File: src/rtl/core/hfpc_pkg.sv
// ----------------------------------------------------------------------------
// hfpc_pkg: heater feedback pulse control shared definitions
// Payload and state types, constants and the level limit lookup.
// ----------------------------------------------------------------------------
package hfpc_pkg;

  localparam int unsigned SAMPLE_INTERVAL = 30;
  localparam int unsigned CNT_W   = 5;
  localparam int unsigned PULSE_W = 13;
  localparam int unsigned ADC_W   = 10;

  localparam logic [PULSE_W-1:0] PULSE_MIN = 13'd500;
  localparam logic [PULSE_W-1:0] PULSE_MAX = 13'd4500;
  localparam logic [CNT_W-1:0]   SAMPLE_LAST = CNT_W'(SAMPLE_INTERVAL);

  // floor(p*13/10) and floor(p*7/10) as one constant multiply, 2^-19 scaling
  localparam int unsigned DIV10_SHIFT = 19;
  localparam logic [19:0] MUL13_DIV10 = 20'd681577;
  localparam logic [18:0] MUL7_DIV10  = 19'd367003;

  // floor(d*624/5000), reciprocal rounded up, 2^-24 scaling
  localparam int unsigned BURST_SHIFT = 24;
  localparam logic [20:0] BURST_MUL   = 21'd2093797;

  // floor(pct*32/100), 2^-10 scaling, exact for pct up to 100
  localparam int unsigned CARRIER_SHIFT = 10;
  localparam logic [8:0]  CARRIER_MUL   = 9'd328;
  localparam logic [6:0]  PCT_MAX       = 7'd100;

  typedef enum logic {
    REQ_UPDATE   = 1'b0,
    REQ_FEEDBACK = 1'b1
  } req_type_t;

  typedef struct packed {
    logic             req_type;
    logic             running;
    logic             setup_mode;
    logic [2:0]       heat_level;
    logic             high_power;
    logic [6:0]       carrier_percent;
    logic [ADC_W-1:0] adc_sample;
  } item_t;

  typedef struct packed {
    logic               heater_enable;
    logic [5:0]         carrier_duty;
    logic [9:0]         burst_duty;
    logic [PULSE_W-1:0] pulse_duration_us;
  } result_t;

  typedef struct packed {
    logic               was_running;
    logic [PULSE_W-1:0] pulse_time;
    logic [ADC_W-1:0]   reference_reading;
    logic [ADC_W-1:0]   sensor_reading;
    logic [CNT_W-1:0]   sample_counter;
  } state_t;

  // Per-level pulse limit in us; levels outside 1..6 give zero.
  function automatic logic [PULSE_W-1:0] level_limit(input logic [2:0] level,
                                                      input logic       hi);
    logic [PULSE_W-1:0] lim;
    case (level)
      3'd1:    lim = hi ? 13'd750  : 13'd500;
      3'd2:    lim = hi ? 13'd1500 : 13'd1000;
      3'd3:    lim = hi ? 13'd2250 : 13'd1500;
      3'd4:    lim = hi ? 13'd3000 : 13'd2000;
      3'd5:    lim = hi ? 13'd3750 : 13'd2500;
      3'd6:    lim = hi ? 13'd4500 : 13'd3000;
      default: lim = '0;
    endcase
    return lim;
  endfunction

endpackage

File: src/rtl/core/heater_feedback_pulse_control_unit.sv
// ----------------------------------------------------------------------------
// heater_feedback_pulse_control_unit: heater pulse feedback and PWM duty
// Registered input stage, combinational step logic, registered result.
// ----------------------------------------------------------------------------
// One transfer in gives one transfer out. An item is registered, worked by
// the combinational step logic against the controller state, and its result
// is written to the output register when the stage moves on. A new item is
// taken every cycle while the result register is not held; throughput is one
// item per cycle, set by the state update (pulse time, reference, sensor
// sample and counter all written together). When the result register is held
// by result_stall, the input stage fills and item_stall rises one item later.
// Feedback ticks scale the pulse time by 13/10 or 7/10 from the sensor trend,
// clamped to the level limit and 500 us; every tick tracks run edges, samples
// the sensor every 30th active tick and reports carrier and burst duty counts.
module heater_feedback_pulse_control_unit (
  input  logic              clk,
  input  logic              rst,
  input  logic              item_valid,
  output logic              item_stall,
  input  hfpc_pkg::item_t   item,
  output logic              result_valid,
  input  logic              result_stall,
  output hfpc_pkg::result_t result
);
  import hfpc_pkg::*;

  // input stage
  logic    stage_valid;
  item_t   stage_item;

  // controller state
  state_t  state;
  state_t  state_next;
  result_t step_result;

  logic    advance;

  // the stage moves on whenever the result register is empty or being taken
  assign advance    = !result_valid || !result_stall;
  assign item_stall = stage_valid && !advance;

  hfpc_step u_step (
    .item   (stage_item),
    .cur    (state),
    .nxt    (state_next),
    .result (step_result)
  );

  always_ff @(posedge clk) begin
    if (rst) begin
      stage_valid <= 1'b0;
    end else if (!item_stall) begin
      stage_valid <= item_valid;
    end
  end

  always_ff @(posedge clk) begin
    if (!item_stall && item_valid) begin
      stage_item <= item;
    end
  end

  // state and result update only when the staged item actually advances
  always_ff @(posedge clk) begin
    if (rst) begin
      state.was_running       <= 1'b0;
      state.pulse_time        <= PULSE_MIN;
      state.reference_reading <= '0;
      state.sensor_reading    <= '0;
      state.sample_counter    <= '0;
      result_valid            <= 1'b0;
    end else if (advance) begin
      result_valid <= stage_valid;
      if (stage_valid) begin
        state <= state_next;
      end
    end
  end

  always_ff @(posedge clk) begin
    if (advance && stage_valid) begin
      result <= step_result;
    end
  end

  // counter wraps before reaching the sampling interval
  a_cnt_range: assert property (@(posedge clk) disable iff (rst)
    state.sample_counter < SAMPLE_LAST)
    else $error("sample counter out of range");

  // stored pulse time stays inside its clamp window
  a_pulse_range: assert property (@(posedge clk) disable iff (rst)
    state.pulse_time >= PULSE_MIN && state.pulse_time <= PULSE_MAX)
    else $error("pulse time out of range");

  // drive off means zero duty counts
  a_off_zero: assert property (@(posedge clk) disable iff (rst)
    result_valid && !result.heater_enable |->
      result.carrier_duty == '0 && result.burst_duty == '0)
    else $error("duty nonzero while heater off");

  // a stalled input implies a full stage behind a stalled result
  a_stall_cause: assert property (@(posedge clk) disable iff (rst)
    item_stall |-> stage_valid && result_valid && result_stall)
    else $error("input stall without a full pipeline");

endmodule

File: src/rtl/core/hfpc_step.sv
// ----------------------------------------------------------------------------
// hfpc_step: one tick of the pulse controller
// Combinational next state and result for one item against the current state.
// ----------------------------------------------------------------------------
module hfpc_step (
  input  hfpc_pkg::item_t   item,
  input  hfpc_pkg::state_t  cur,
  output hfpc_pkg::state_t  nxt,
  output hfpc_pkg::result_t result
);
  import hfpc_pkg::*;

  logic [PULSE_W-1:0] limit;
  logic [13:0]        cur10;
  logic [13:0]        ref11;
  logic [13:0]        ref9;
  logic [32:0]        up_prod;
  logic [31:0]        dn_prod;
  logic [PULSE_W-1:0] up_val;
  logic [PULSE_W-1:0] dn_val;
  logic [PULSE_W-1:0] fb_pulse;
  logic [ADC_W-1:0]   fb_ref;
  logic [PULSE_W-1:0] dur;
  logic [33:0]        burst_prod;
  logic [6:0]         pct;
  logic [15:0]        carrier_prod;
  logic               active;

  assign limit = level_limit(item.heat_level, item.high_power);

  // floor(x/10) <= c  <=>  x <= 10c + 9
  assign cur10 = 14'(cur.sensor_reading) * 14'd10 + 14'd9;
  assign ref11 = 14'(cur.reference_reading) * 14'd11;
  assign ref9  = 14'(cur.reference_reading) * 14'd9;

  assign up_prod = 33'(cur.pulse_time) * 33'(MUL13_DIV10);
  assign dn_prod = 32'(cur.pulse_time) * 32'(MUL7_DIV10);
  assign up_val  = up_prod[DIV10_SHIFT +: PULSE_W];
  assign dn_val  = dn_prod[DIV10_SHIFT +: PULSE_W];

  always_comb begin
    fb_pulse = cur.pulse_time;
    fb_ref   = cur.reference_reading;
    if (item.req_type == REQ_FEEDBACK) begin
      if (limit > PULSE_MIN) begin
        if (cur10 >= ref11) begin
          fb_pulse = (up_val > limit) ? limit : up_val;
        end else if (cur10 < ref9) begin
          fb_pulse = (dn_val < PULSE_MIN) ? PULSE_MIN : dn_val;
        end
        fb_ref = cur.sensor_reading;
      end else begin
        fb_pulse = PULSE_MIN;
      end
    end
  end

  assign active = item.running && !item.setup_mode;

  always_comb begin
    nxt = cur;
    nxt.pulse_time        = fb_pulse;
    nxt.reference_reading = fb_ref;
    if (item.running && !cur.was_running) begin
      nxt.pulse_time        = PULSE_MIN;
      nxt.reference_reading = item.adc_sample;
    end
    if (!item.running && cur.was_running) begin
      nxt.pulse_time        = PULSE_MIN;
      nxt.reference_reading = '0;
    end
    nxt.was_running = item.running;
    if (active) begin
      if (cur.sample_counter + CNT_W'(1) >= SAMPLE_LAST) begin
        nxt.sensor_reading = item.adc_sample;
        nxt.sample_counter = '0;
      end else begin
        nxt.sample_counter = cur.sample_counter + CNT_W'(1);
      end
    end
  end

  // burst duration clamped to [500, limit] using the updated pulse time
  always_comb begin
    dur = (nxt.pulse_time > limit) ? limit : nxt.pulse_time;
    if (dur < PULSE_MIN) begin
      dur = PULSE_MIN;
    end
  end

  assign pct          = (item.carrier_percent > PCT_MAX) ? PCT_MAX : item.carrier_percent;
  assign carrier_prod = 16'(pct) * 16'(CARRIER_MUL);
  assign burst_prod   = 34'(dur) * 34'(BURST_MUL);

  always_comb begin
    result.heater_enable     = active;
    result.carrier_duty      = active ? carrier_prod[CARRIER_SHIFT +: 6] : '0;
    result.burst_duty        = active ? burst_prod[BURST_SHIFT +: 10] : '0;
    result.pulse_duration_us = nxt.pulse_time;
  end

endmodule

File: config.mk
export PLATFORM = sky130hd
export DESIGN_NAME = heater_feedback_pulse_control_unit
export DESIGN_NICKNAME = d
export VERILOG_FILES = /design/src/rtl/core/hfpc_pkg.sv /design/src/rtl/core/heater_feedback_pulse_control_unit.sv /design/src/rtl/core/hfpc_step.sv
export SDC_FILE = /design/constraint.sdc
export NUM_CORES = 1
export LEC_CHECK = 0
export ABC_AREA = 1
export BUFFER_PORTS_ARGS = -buffer_cell sky130_fd_sc_hd__buf_4
export CORE_MARGIN = 2
export CORE_UTILIZATION = 50
export DETAILED_ROUTE_END_ITERATION = 12
export PLACE_DENSITY = 0.7
export SYNTH_ARGS = -nofsm -noshare
export SYNTH_HDL_FRONTEND = slang
export SYNTH_SLANG_ARGS = --single-unit
File: constraint.sdc
create_clock -name clk -period 12.4 [get_ports clk]
set_clock_uncertainty 0.1 [all_clocks]
set_input_delay 1.86 -clock clk [delete_from_list [all_inputs] [get_ports clk]]
set_output_delay 1.86 -clock clk [all_outputs]
set_load 0.005 [all_outputs]
* Yosys cells after proc, flatten, opt, wreduce, memory -nomap -nowiden
Index checks and enable logic that the tools add are counted.
Widths: inputs -> output; s select.
** Storage, ports and cells
- Bits of input ports :: 28
- Flip-flop bits (word level) :: 95
- Logic and storage cells :: 83
- Output and inout bits :: 32
** Cells by class
- Mux-type cells :: 21
- Equal/unequal tests :: 6
- Reductions and logical operators :: 20
- $mul :: 7
- Add/subtract/negate cells :: 2
- Order comparisons :: 9
** Operator list (number)
- $mux 13 :: 9
- $pmux 13 s6 :: 1
- $mux 23 :: 2
- $mul 13x21->34 const B :: 1
- $mul 13x19->32 const B :: 1
- $mul 13x20->32 const B :: 1
- $mux 10 :: 3
- $mul 10x4->14 const B :: 2
- $gt 13x13->1 :: 2
- $lt 13x9->1 const B :: 2
- $mux 12 :: 2
- $mux 11 :: 2
- $add 14x4->14 const B :: 1
- $ge 14x14->1 :: 1
- $lt 14x14->1 :: 1
- $gt 13x9->1 const B :: 1
- $mul 10x3->13 const B :: 1
- $mul 7x6->13 const B :: 1
- $eq 3x3->1 const B :: 3
- $reduce_and 4->1 :: 2
- $gt 7x7->1 const B :: 1
- $logic_not 1->1 :: 7
- $mux 7 :: 1
- $eq 3x2->1 const B :: 2
- other kinds (9) :: 15

* Depth between registers and ports, before layout
Gate-level depths: netlist (run 1).
- Depth after elaboration :: 14
- Mapped depth :: 81
- Gate-level depth less buffers :: 80

* Modules after synthesis
From an unflattened synthesis (run 1), not the netlist that was laid out.
** Unflattened totals
- Cells, all modules :: 2785
- Area total of the unflattened synthesis :: 21302.9 µm²
** Modules (own cells, without submodules)
- hfpc_step :: cells each 2476, area an instance 17774.5 µm², times used 1, sequential area each 0.0 µm²
- heater_feedback_pulse_control_unit :: cells each 309, area an instance 3528.4 µm², times used 1, sequential area each 2442.3 µm²

* Worst setup path before layout (run 1)
No wires, ideal clock.
- Kind :: register to register
- Start :: reg state[36] (netlist bit)
- End :: reg result[19] (netlist bit), data pin
- Clock period less this slack :: 13.398 ns
- Setup time :: 0.255 ns
- Arrival :: 13.043 ns
- Data required time :: 12.045 ns
- Path buffers :: 1
- Cell stages (with the launch flop) :: 72
- Setup slack :: -0.998 ns
- Cells stage by stage :: dfxtp_1 -> inv_1 -> ha_1 -> fa_1 -> fa_1 -> inv_1 -> fa_1 -> inv_1 -> fa_1 -> inv_1 -> ha_1 -> a21oi_1 -> o21ai_0 -> nor2_1 -> nand2_1 -> a21o_1 -> nand2_1 -> nand2_1 -> (+36 left out) -> fa_1 -> inv_1 -> fa_1 -> fa_1 -> inv_1 -> fa_1 -> inv_1 -> ha_1 -> nand2_1 -> nor2_1 -> nand2_1 -> inv_1 -> a221oi_1 -> o21ai_0 -> a31oi_1 -> nand3_1 -> nand2_1 -> nor2_1
** RTL lines
- start, declared :: line heater_feedback_pulse_control_unit.sv:32 : state_t state;
- start signal, assigned :: line heater_feedback_pulse_control_unit.sv:75 : state <= state_next;
- end signal, assigned :: line heater_feedback_pulse_control_unit.sv:82 : result <= step_result;
- end, declared :: line heater_feedback_pulse_control_unit.sv:23 : output hfpc_pkg::result_t result

==> results.md, run 1 <==
- Post-Syn Area: 0.0206 mm²
- Failing checks: setup timing
- Gr usage total: 29.8%
- RSZ-0062 raised after global routing: true
- Drc violations: 0
- Worst Path Arrival: 12.93 ns
- Status: finished, violations left
- Fin. Hold Viols: 0
- TritonCTS Buffers: 9
- Max-Cap Viols: 0
- Startpoint types: flop
- Final hold slack: slightly above 0.4 ns
- CTS sink cnt: 95
- Post-synth EDFFs: 54
- Vias in the first global route: between 15000 and 20000
- Io pins: 60
- R2R Setup Slk: -0.49 ns
- CP delay by family, top: adder cells
- Sequential share of the synthesized area: 11.9%
- Gr ovfl total: 0
- Fillers: 3566
- CTS tree: built
- Slew HR: 2.83%
- #FFs+latches synth: 95
- Worst-path clk slew: 0.09 ns
- Post-layout instance area: 0.0259 mm²
- Max Fclk: 77.6 MHz
- Cells after Synth: between 2000 and 3000
- Final-stage net count: 3715
- Std-Cell Rows: 74
- Die area: 0.0428 mm²
- Top_reg_cell synth: edfxtp_1
- CP Max Fanout: 6
- Initial Util: 50.5%
- Routed Antenna Nets: 0
- Die width: 207 µm
- Syn avg cell area: 7.69 µm²
- CP Capture Type: flop
- Antenna cells: 0
- Post-Syn Nets: approximately 3300
- Starting DRC count in detailed routing: 1031
- Critical Path Max Stage Delay: 0.61 ns
- Top-area cell type share of the netlist area: between 20% and 30%
- Total number of vias: 18600
- Via density per instance: just over 5
- Gpl congestion: 0.990
- Period utilization: 104%
- Port buffer count: 59
- Worst-Skew Late Latency: 0.38 ns
- First-pass GRT wire length: 98.0 mm
- Synth unique cells: 53
- Crit path max-delay cell type: fa_2
- Synth Warn #: 0
- Initial antenna violation count: 1
- Root Driver: clkbuf_16
- HPWL after DPL: 53.4 mm
- Main area contributors after synthesis: ha_1 24%, fa_1 22%, inv_1 13%
- Worst-Margin Slew: 1.45 ns
- Clk buf depth: 2
- Worst min path class: reg2reg
- DP Area: 0.0243 mm²
- Minimum clock period: 12.89 ns
- Wirelength per Cell: 17.4 µm
- Final Setup Violations: 10
- Setup TNS: -3.99 ns
- Total Wirelength: 62.7 mm
- Fraction of layout cells with a size suffix above 1: 23.9%
- Share of flip-flops with an asynchronous set or reset: 0%
- Area leader, netlist: ha_1
- Die height: 207 µm
- WP buf/inv: 18
- Area Growth Syn to Fin: 25.8%
- Fin. max-slew vios: 0
- Worst path required time: 12.45 ns
- Largest net degree at the start of global routing: roughly 40
- Final Worst Setup Slack: -0.488 ns
- Place WS: -0.608 ns
- Drt first pass iters: 5
- CP Class: reg2reg
- H-tree Lvls: 3
- Core area: 0.0407 mm²
layout by cell type (no fill, tap or decap), types with 17 or more instances in the layout:
| master | n |
|---|---|
| inv_1 | 663 |
| buf_4 | 391 |
| nand2_1 | 383 |
| ha_1 | 354 |
| fa_1 | 212 |
| nor2_1 | 168 |
| a21oi_1 | 134 |
| o21ai_0 | 93 |
| nand3_1 | 71 |
| edfxtp_1 | 54 |
| nand2_2 | 50 |
| inv_2 | 48 |
| ha_4 | 36 |
| xor2_1 | 32 |
| dfxtp_1 | 30 |
| a21oi_2 | 28 |
| nor2_2 | 25 |
| xnor2_1 | 21 |
| nor3_1 | 19 |
| nand4_1 | 17 |
per-stage QoR:
stage          utilization [%]  instances
4_1_cts                   61.3       3581
5_1_grt                   63.5       3608
6_report                  63.5       3608
3_5_place_dp              59.5       3559
3_3_place_gp              59.5       3559
2_1_floorplan                -       2675
tightest hold or removal path: cells and delay by family (launching register included):
family,cells,cell delay (ns)
flip-flops,1,0.31
AND/OR/NAND/NOR,1,0.09
AO/OA/AOI/OAI,1,0.07
timing repair:
| action | in CTS | in global routing |
|---|---|---|
| buffers inserted | 6 | 26 |
| hold buffers | 0 | 0 |
| resized for setup | 83 | 175 |
| endpoints found under the setup margin | 10 | 10 |
| pin swaps | 49 | 125 |
| cloned | 0 | 2 |
logic make-up after synthesis:
group	Yosys count	share of synthesized area (%)
buffers and inverters	737	13.5
AO/OA/AOI/OAI	361	9.74
flip-flops	95	11.9
AND/OR/NAND/NOR	811	16.9
XOR/XNOR	55	2.34
adder cells (fa/ha/maj)	616	45.6
layer usage:
metal	part of all wire, %	wire (µm)	global-route usage [%]
met5	0.029	18	0
met4	3.8	2380	10.4
met3	4.5	2820	3.75
met2	49	30900	52.9
met1	42	26600	37.1
final timing paths:
check,endpoint,startpoint,cells after the start
min,result_valid$_SDFFE_PP0N_,result_valid$_SDFFE_PP0N_,2
max,result[19]$_SDFFCE_PN0P_,state[33]$_SDFFE_PP1P_,66
min reg2reg,result_valid$_SDFFE_PP0N_,result_valid$_SDFFE_PP0N_,2
max reg2reg,result[19]$_SDFFCE_PN0P_,state[33]$_SDFFE_PP1P_,66
cells in the mapped netlist, drive strengths merged (5+ instances only):
cell      n
fa      223
a211oi   15
nand3    81
nor2    209
nand4    17
a21oi   170
ha      393
nand2   448
o21bai    6
clkbuf   16
or2       5
a31oi     6
o21ai   124
buf       6
inv     714
nor3     33
a21o      8
edfxtp   54
nand3b    9
xor2     33
o211ai    6
o21a      9
nor4      5
dfxtp    41
xnor2    22
a221oi    5
final cells by class:
type | count | area [µm²] | share of cell area, %
multi-input cells | 1843 | 16600 | 64.1
repair buffers | 407 | 3140 | 12.1
inverters | 715 | 2690 | 10.4
flip-flops and latches | 95 | 2470 | 9.54
well taps | 532 | 666 | 2.57
clock buffers | 10 | 250 | 0.967
clock inverters | 6 | 67.6 | 0.261
state kept, by name, indices dropped and copies added (netlist names):
name	cells
result	30
result_valid	1
stage_item	24
stage_valid	1
state	39
Power of run 1 is left out: the tool's default activity adds up to more than one toggle a clock period on the data nets, which glitch-free logic cannot reach.
==> inputs of run 2 (changes only) <==
--- a/config.mk
+++ b/config.mk
@@ -11,6 +11,7 @@
 export CORE_UTILIZATION = 50
 export DETAILED_ROUTE_END_ITERATION = 12
 export PLACE_DENSITY = 0.7
+export SETUP_SLACK_MARGIN = 0.2
 export SYNTH_ARGS = -nofsm -noshare
 export SYNTH_HDL_FRONTEND = slang
 export SYNTH_SLANG_ARGS = --single-unit
==> run 2 against run 1 <==
  * The run still ends with setup timing left
  * Via count grew 0.16%
  * Core utilization is 0.53 points lower
  * Non-clock buffer count down 11
  * Sequential share of layout area increased by 0.085 points
  * Setup slack worse by 0.078 ns
  * Critical endpoint unchanged
  * Global-route usage is 0.73 points lower
  * Critical path depth rose by 4
  * Hold slack worse by 0.019 ns
  * First-iteration DRC count about the same
  * Routed wire length down 2.2%
  * Die area unchanged
==> results.md, run 2 (synthesis gave the netlist of run 1 again) <==
- Status: finished, violations left
- Failing checks: setup timing
- CP Capture Type: flop
- R2R Path Start: state[32]$_SDFFE_PP1P_
- H-tree Lvls: 3 (unchanged)
- Die height: 207 µm (unchanged)
- First-pass GRT wire length: 96.5 mm (-1.5%)
- Largest regs: state: 39 flops, result: 30 flops, stage_item: 24 flops
- Routed Antenna Nets: 0 (unchanged)
- Vias in the first global route: 19200 (+0.53%)
- Met1 Track Usage GR: 36.1% (-0.99 points)
- Wirelength per Cell: 17.0 µm (-1.9%)
- Gr ovfl total: 0 (unchanged)
- Total number of vias: 18700 (+0.16%)
- Worst min path class: reg2reg
- Std-Cell Rows: 74 (unchanged)
- Drt first pass iters: 5 (unchanged)
- Die width: 207 µm (unchanged)
- Antenna cells: 0 (unchanged)
- Core area: 0.0407 mm² (unchanged)
- Min-delay src: state[38]$_SDFFE_PP0P_
- Final-stage net count: 3705 (-0.27%)
- Largest net degree at the start of global routing: 41 (unchanged)
- Starting DRC count in detailed routing: 1030 (-0.097%)
- HPWL after DPL: 52.7 mm (-1.3%)
- Worst-Skew Late Latency: 0.38 ns (about the same)
- Hold Path End: state[38]$_SDFFE_PP0P_
- Minimum clock period: 12.97 ns (+0.0782 ns)
- CTS tree: built
- Final Worst Setup Slack: -0.567 ns (-0.0782 ns)
- Cells on worst reg2reg path: 70 (+6.1%)
- Met2 usage: 51.9% (-0.99 points)
- RSZ-0062 raised after global routing: true
- CTS sink cnt: 95 (unchanged)
- Worst-path clk slew: 0.09 ns (about the same)
- Max-Cap Viols: 0 (unchanged)
- Gr usage total: 29.0% (-0.73 points)
- Worst path required time: 12.44 ns (about the same)
- Number of flip-flops in the largest register: 39 (unchanged)
- Max Fclk: 77.1 MHz (-0.60%)
- CP Class: reg2reg
- Via density per instance: 5.18 (+0.43%)
- Met3 GRT Util: 3.05% (-0.71 points)
- Port buffer count: 59 (unchanged)
- Period utilization: 105% (+0.63 points)
- Worst-Margin Slew: 1.01 ns (-0.435 ns)
- R2R Setup Slk: -0.57 ns (-0.08 ns)
- Leading cell type in the layout, fill and taps excluded: inv_1
- Highest-count cells in the layout ignoring fill and taps: 668 x inv_1, 391 x nand2_1, 390 x buf_4, 356 x ha_1, 213 x fa_1
- Hold path depth: 2 (unchanged)
- CP Max Fanout: 6 (unchanged)
- Final Setup Violations: 10 (unchanged)
- Worst Path Arrival: 13.00 ns (+0.07 ns)
- TritonCTS Buffers: 9 (unchanged)
- Gpl congestion: 1.01 (+2.1%)
- Die area: 0.0428 mm² (unchanged)
- Root Driver: clkbuf_16
- Total Wirelength: 61.3 mm (-2.2%)
- Slew HR: 32.4% (+30 points)
- Fin. Hold Viols: 0 (unchanged)
- Crit path max-delay cell type: fa_2
- Placed instance count: 3547 (-0.34%)
- Initial antenna violation count: 0 (-1)
- Critical Path Max Stage Delay: 0.61 ns (about the same)
- Startpoint types: flop
- R2R Path End: result[19]$_SDFFCE_PN0P_
- Non-filler cells, final: 3598 (-0.28%)
- Drc violations: 0 (unchanged)
- Initial Util: 50.5% (unchanged)
- Fraction of layout cells with a size suffix above 1: 23.0% (-0.90 points)
- Area Growth Syn to Fin: 24.7%
- Fin. max-slew vios: 0 (unchanged)
- Clk buf depth: 2 (unchanged)
- Biggest register: state
- GR peak layer: met2
- Io pins: 60 (unchanged)
- Fillers: 3535 (-0.87%)
- Cell mode on critical path: inv_2
==> run 2: cell count changes in the layout (fill, tap and decap cells not counted), sizes merged <==
| cell | previous run | this run |
|---|---|---|
| buf | 406 | 396 |
| clkbuf | 11 | 12 |
| clkinv | 4 | 1 |
| inv | 716 | 717 |
| nand2 | 448 | 449 |
==> run 2: critical path, delay by kind of cell (launching register included) <==
kind / cells / cell delay (ns)
AO/OA/AOI/OAI: 12 / 2.20
flip-flops: 1 / 0.38
adder cells (fa/ha/maj): 15 / 6.19
AND/OR/NAND/NOR: 27 / 2.49
XOR/XNOR: 1 / 0.10
buffers and inverters: 15 / 1.25
==> run 2: how the worst max path moves through the flow <==
stage,start,end,slack (ns),cells past startpoint
final,state[32]$_SDFFE_PP1P_,result[19]$_SDFFCE_PN0P_,-0.57,70
after global routing,state[33]$_SDFFE_PP1P_,result[19]$_SDFFCE_PN0P_,-1.07,70
after CTS,state[33]$_SDFFE_PP1P_,result[19]$_SDFFCE_PN0P_,-0.21,73
after detailed placement,state[35]$_SDFFE_PP0P_,result[22]$_SDFFCE_PN0P_,-0.81,67
after global placement,state[33]$_SDFFE_PP1P_,result[22]$_SDFFCE_PN0P_,-0.61,68
after floorplan,state[33]$_SDFFE_PP1P_,result[19]$_SDFFCE_PN0P_,0.09,69
==> run 2: metrics by stage <==
step	util [%]	setup TNS (ns)	instance area (µm²)	setup slack [ns]	hold WS [ns]
finish	63.0	-4.20	25700	-0.567	0.396
global route	63.0	-9.64	25700	-1.07	0.446
CTS	61.7	-1.12	25100	-0.206	0.396
detailed placement	59.6	-6.36	24300	-0.809	0.395
global placement	59.6	-4.41	24300	-0.609	0.369
floorplan	-	0	21000	0.0948	0.357
==> run 2: layout make-up <==
class | instances | area, µm² | area share (%)
clock buffers | 12 | 279 | 1.09
inverters | 715 | 2700 | 10.5
repair buffers | 396 | 3010 | 11.7
flip-flops and latches | 95 | 2470 | 9.63
clock inverters | 4 | 37.5 | 0.146
multi-input cells | 1844 | 16500 | 64.3
well taps | 532 | 666 | 2.59
==> run 2: what timing repair did <==
action,CTS,global route
setup buffers,19,15
hold buffers,0,0
pin swaps,52,47
setup endpoints to repair,10,10
gates cloned,1,0
resized for setup,102,100
==> run 2: per-layer routing <==
| metal | vias to the layer above | share of wire (%) |
|---|---|---|
| met3 | 137 | 3.9 |
| met2 | 439 | 50 |
| met4 | 0 | 3.9 |
| li1 | 9156 | - |
| met1 | 8921 | 42 |
| met5 | - | 0 |
Power of run 2 is left out for the same reason.
==> inputs of run 3 (changes only) <==
--- a/config.mk
+++ b/config.mk
@@ -10,6 +10,7 @@
 export CORE_MARGIN = 2
 export CORE_UTILIZATION = 50
 export DETAILED_ROUTE_END_ITERATION = 12
+export GPL_TIMING_DRIVEN = 0
 export PLACE_DENSITY = 0.7
 export SETUP_SLACK_MARGIN = 0.2
 export SYNTH_ARGS = -nofsm -noshare
==> run 3 against run 2 <==
  * Count of clock-buffer cells in the layout is 2 lower
  * Highest routed layer unchanged
  * The run still ends with setup timing left
  * Final cell count is 6.4% lower
  * Critical path depth is 3 higher
  * Core utilization is 4.2 points lower
  * Non-clock buffer count is 229 lower
  * Global-route usage is 2.0 points lower
  * Design area is 6.6% lower
  * Sequential cell count stayed put
  * Critical endpoint unchanged
  * Sequential share of layout area is 0.73 points higher
  * Critical path type unchanged
  * Register-to-register slack better by 0.02 ns
  * First-iteration DRC count is 3.7% lower
==> results.md, run 3 (synthesis gave the netlist of run 1 again) <==
- Met1 Track Usage GR: 33.0% (-3.1 points)
- CP Class: reg2reg
- Worst min path class: reg2reg
- Number of flip-flops in the largest register: 39 (unchanged)
- Gpl congestion: 0.976 (-3.4%)
- Core area: 0.0407 mm² (unchanged)
- Port buffer count: 58 (-1.7%)
- Total number of vias: 17500 (-6.2%)
- Starting DRC count in detailed routing: 992 (-3.7%)
- Std-Cell Rows: 74 (unchanged)
- Cell mode on critical path: nand2_2
- HPWL after DPL: 47.5 mm (-9.7%)
- RSZ-0062 raised after global routing: true
- Worst Path Arrival: 12.97 ns (-0.03 ns)
- Die height: 207 µm (unchanged)
- GR peak layer: met2
- Worst-Skew Late Latency: 0.38 ns (about the same)
- Setup TNS: -3.86 ns (+0.338 ns)
- Initial Util: 50.5% (unchanged)
- CTS sink cnt: 95 (unchanged)
- Wirelength per Cell: 16.7 µm (-1.9%)
- Biggest register: state
- Worst-Margin Slew: 1.07 ns (+0.0579 ns)
- Gr usage total: 27.0% (-2.0 points)
- Final-stage net count: 3475 (-6.2%)
- Crit path max-delay cell type: fa_2
- Minimum clock period: 12.94 ns (-0.0224 ns)
- Final Worst Setup Slack: -0.544 ns (+0.0224 ns)
- H-tree Lvls: 3 (unchanged)
- Max-Cap Viols: 0 (unchanged)
- Io pins: 60 (unchanged)
- Failing checks: setup timing
- Drt first pass iters: 7 (+2)
- CTS tree: built
- Die area: 0.0428 mm² (unchanged)
- Routed Antenna Nets: 0 (unchanged)
- Fraction of layout cells with a size suffix above 1: 16.2% (-6.8 points)
- Drc violations: 0 (unchanged)
- Sequential cell area: 0.00248 mm² (+0.51%)
- Total Wirelength: 56.3 mm (-8.2%)
- Place WS: -2.02 ns (-1.21 ns)
- Antenna cells: 0 (unchanged)
- TritonCTS Buffers: 9 (unchanged)
- Worst-path clk slew: 0.08 ns (about the same)
- Critical Path Max Stage Delay: 0.60 ns (about the same)
- Met2 usage: 48.5% (-3.4 points)
- Root Driver: clkbuf_16
- Largest regs: state: 39 flops, result: 30 flops, stage_item: 24 flops
- Largest net degree at the start of global routing: 25 (-39%)
- Worst path required time: 12.43 ns (about the same)
- Slew HR: 28.1% (-4.2 points)
- Fin. max-slew vios: 0 (unchanged)
- Leading cell type in the layout, fill and taps excluded: inv_1
- Startpoint types: flop
- CP Max Fanout: 6 (unchanged)
- Area of the multi-input gates: 0.0166 mm² (+0.41%)
- Via density per instance: 5.19 (+0.19%)
- Area Growth Syn to Fin: 16.5%
- CP Capture Type: flop
- Initial antenna violation count: 0 (unchanged)
- WP buf/inv: 19 (+4)
- First-pass GRT wire length: 90.2 mm (-6.6%)
- Die width: 207 µm (unchanged)
- Vias in the first global route: 18000 (-6.1%)
- Gr ovfl total: 0 (unchanged)
- Status: finished, violations left
- Fillers: 3674 (+3.9%)
- Highest-count cells in the layout ignoring fill and taps: 666 x inv_1, 387 x nand2_1, 347 x ha_1, 213 x fa_1, 176 x nor2_1
- Fin. Hold Viols: 0 (unchanged)
- Final Setup Violations: 10 (unchanged)
- CP delay by family, top: adder cells
- Clk buf depth: 2 (unchanged)
- Met3 GRT Util: 3.67% (+0.63 points)
- Period utilization: 104% (-0.18 points)
- Max Fclk: 77.3 MHz (+0.17%)
[run 3: cell types whose count changed in the layout (fill, tap and decap cells not counted), sizes merged]
cell / change
buf: -245
clkbuf: +14
clkinvlp: +2
clkinv: +1
inv: -1
nand2: -1
[run 3: cell type report]
| class | count | share of cell area, % |
|---|---|---|
| clock buffers | 10 | 0.997 |
| repair buffers | 145 | 4.69 |
| multi-input cells | 1843 | 69.1 |
| well taps | 532 | 2.78 |
| inverters | 715 | 11.3 |
| clock inverters | 6 | 0.251 |
| plain buffers | 22 | 0.475 |
| flip-flops and latches | 95 | 10.4 |
[run 3: path summary, 6_finish.rpt]
path                            depth (start not counted)                    from  slack, ns                  endpoint
worst min register to register                          2  state[38]$_SDFFE_PP0P_       0.39    state[38]$_SDFFE_PP0P_
worst max register to register                         73  state[30]$_SDFFE_PP1P_      -0.54  result[19]$_SDFFCE_PN0P_
worst max-delay path                                   73  state[30]$_SDFFE_PP1P_      -0.54  result[19]$_SDFFCE_PN0P_
worst min-delay path                                    2  state[38]$_SDFFE_PP0P_       0.39    state[38]$_SDFFE_PP0P_
[run 3: repair_timing]
item	in CTS	in global routing
hold endpoints to repair	0	0
hold buffers	0	0
endpoints found under the setup margin	10	10
pin swaps	78	55
cloned	1	0
setup buffers	62	23
resized for setup	143	74
[run 3: worst min-delay path: stages (launching register included)]
cell and delay (ns):
dfxtp_1 0.33, nand2_1 0.07, a21oi_1 0.05
[run 3: per-stage QoR]
step           instance area [µm²]  instances  utilization, %  hold slack [ns]
6_report                     24000       3368            58.8            0.390
2_1_floorplan                21000       2675               -            0.357
3_3_place_gp                 22100       3265            54.2            0.368
5_1_grt                      24000       3368            58.8            0.408
4_1_cts                      23500       3345            57.6            0.384
3_5_place_dp                 22100       3266            54.2            0.374
[run 3: per-layer routing]
layer  up-vias  part of all wire, %
li1       8689                    -
met1      8305                   42
met2       386                   50
met3       114                  4.3
met4         0                  3.9
met5         -                    0
Power of run 3 is left out for the same reason.
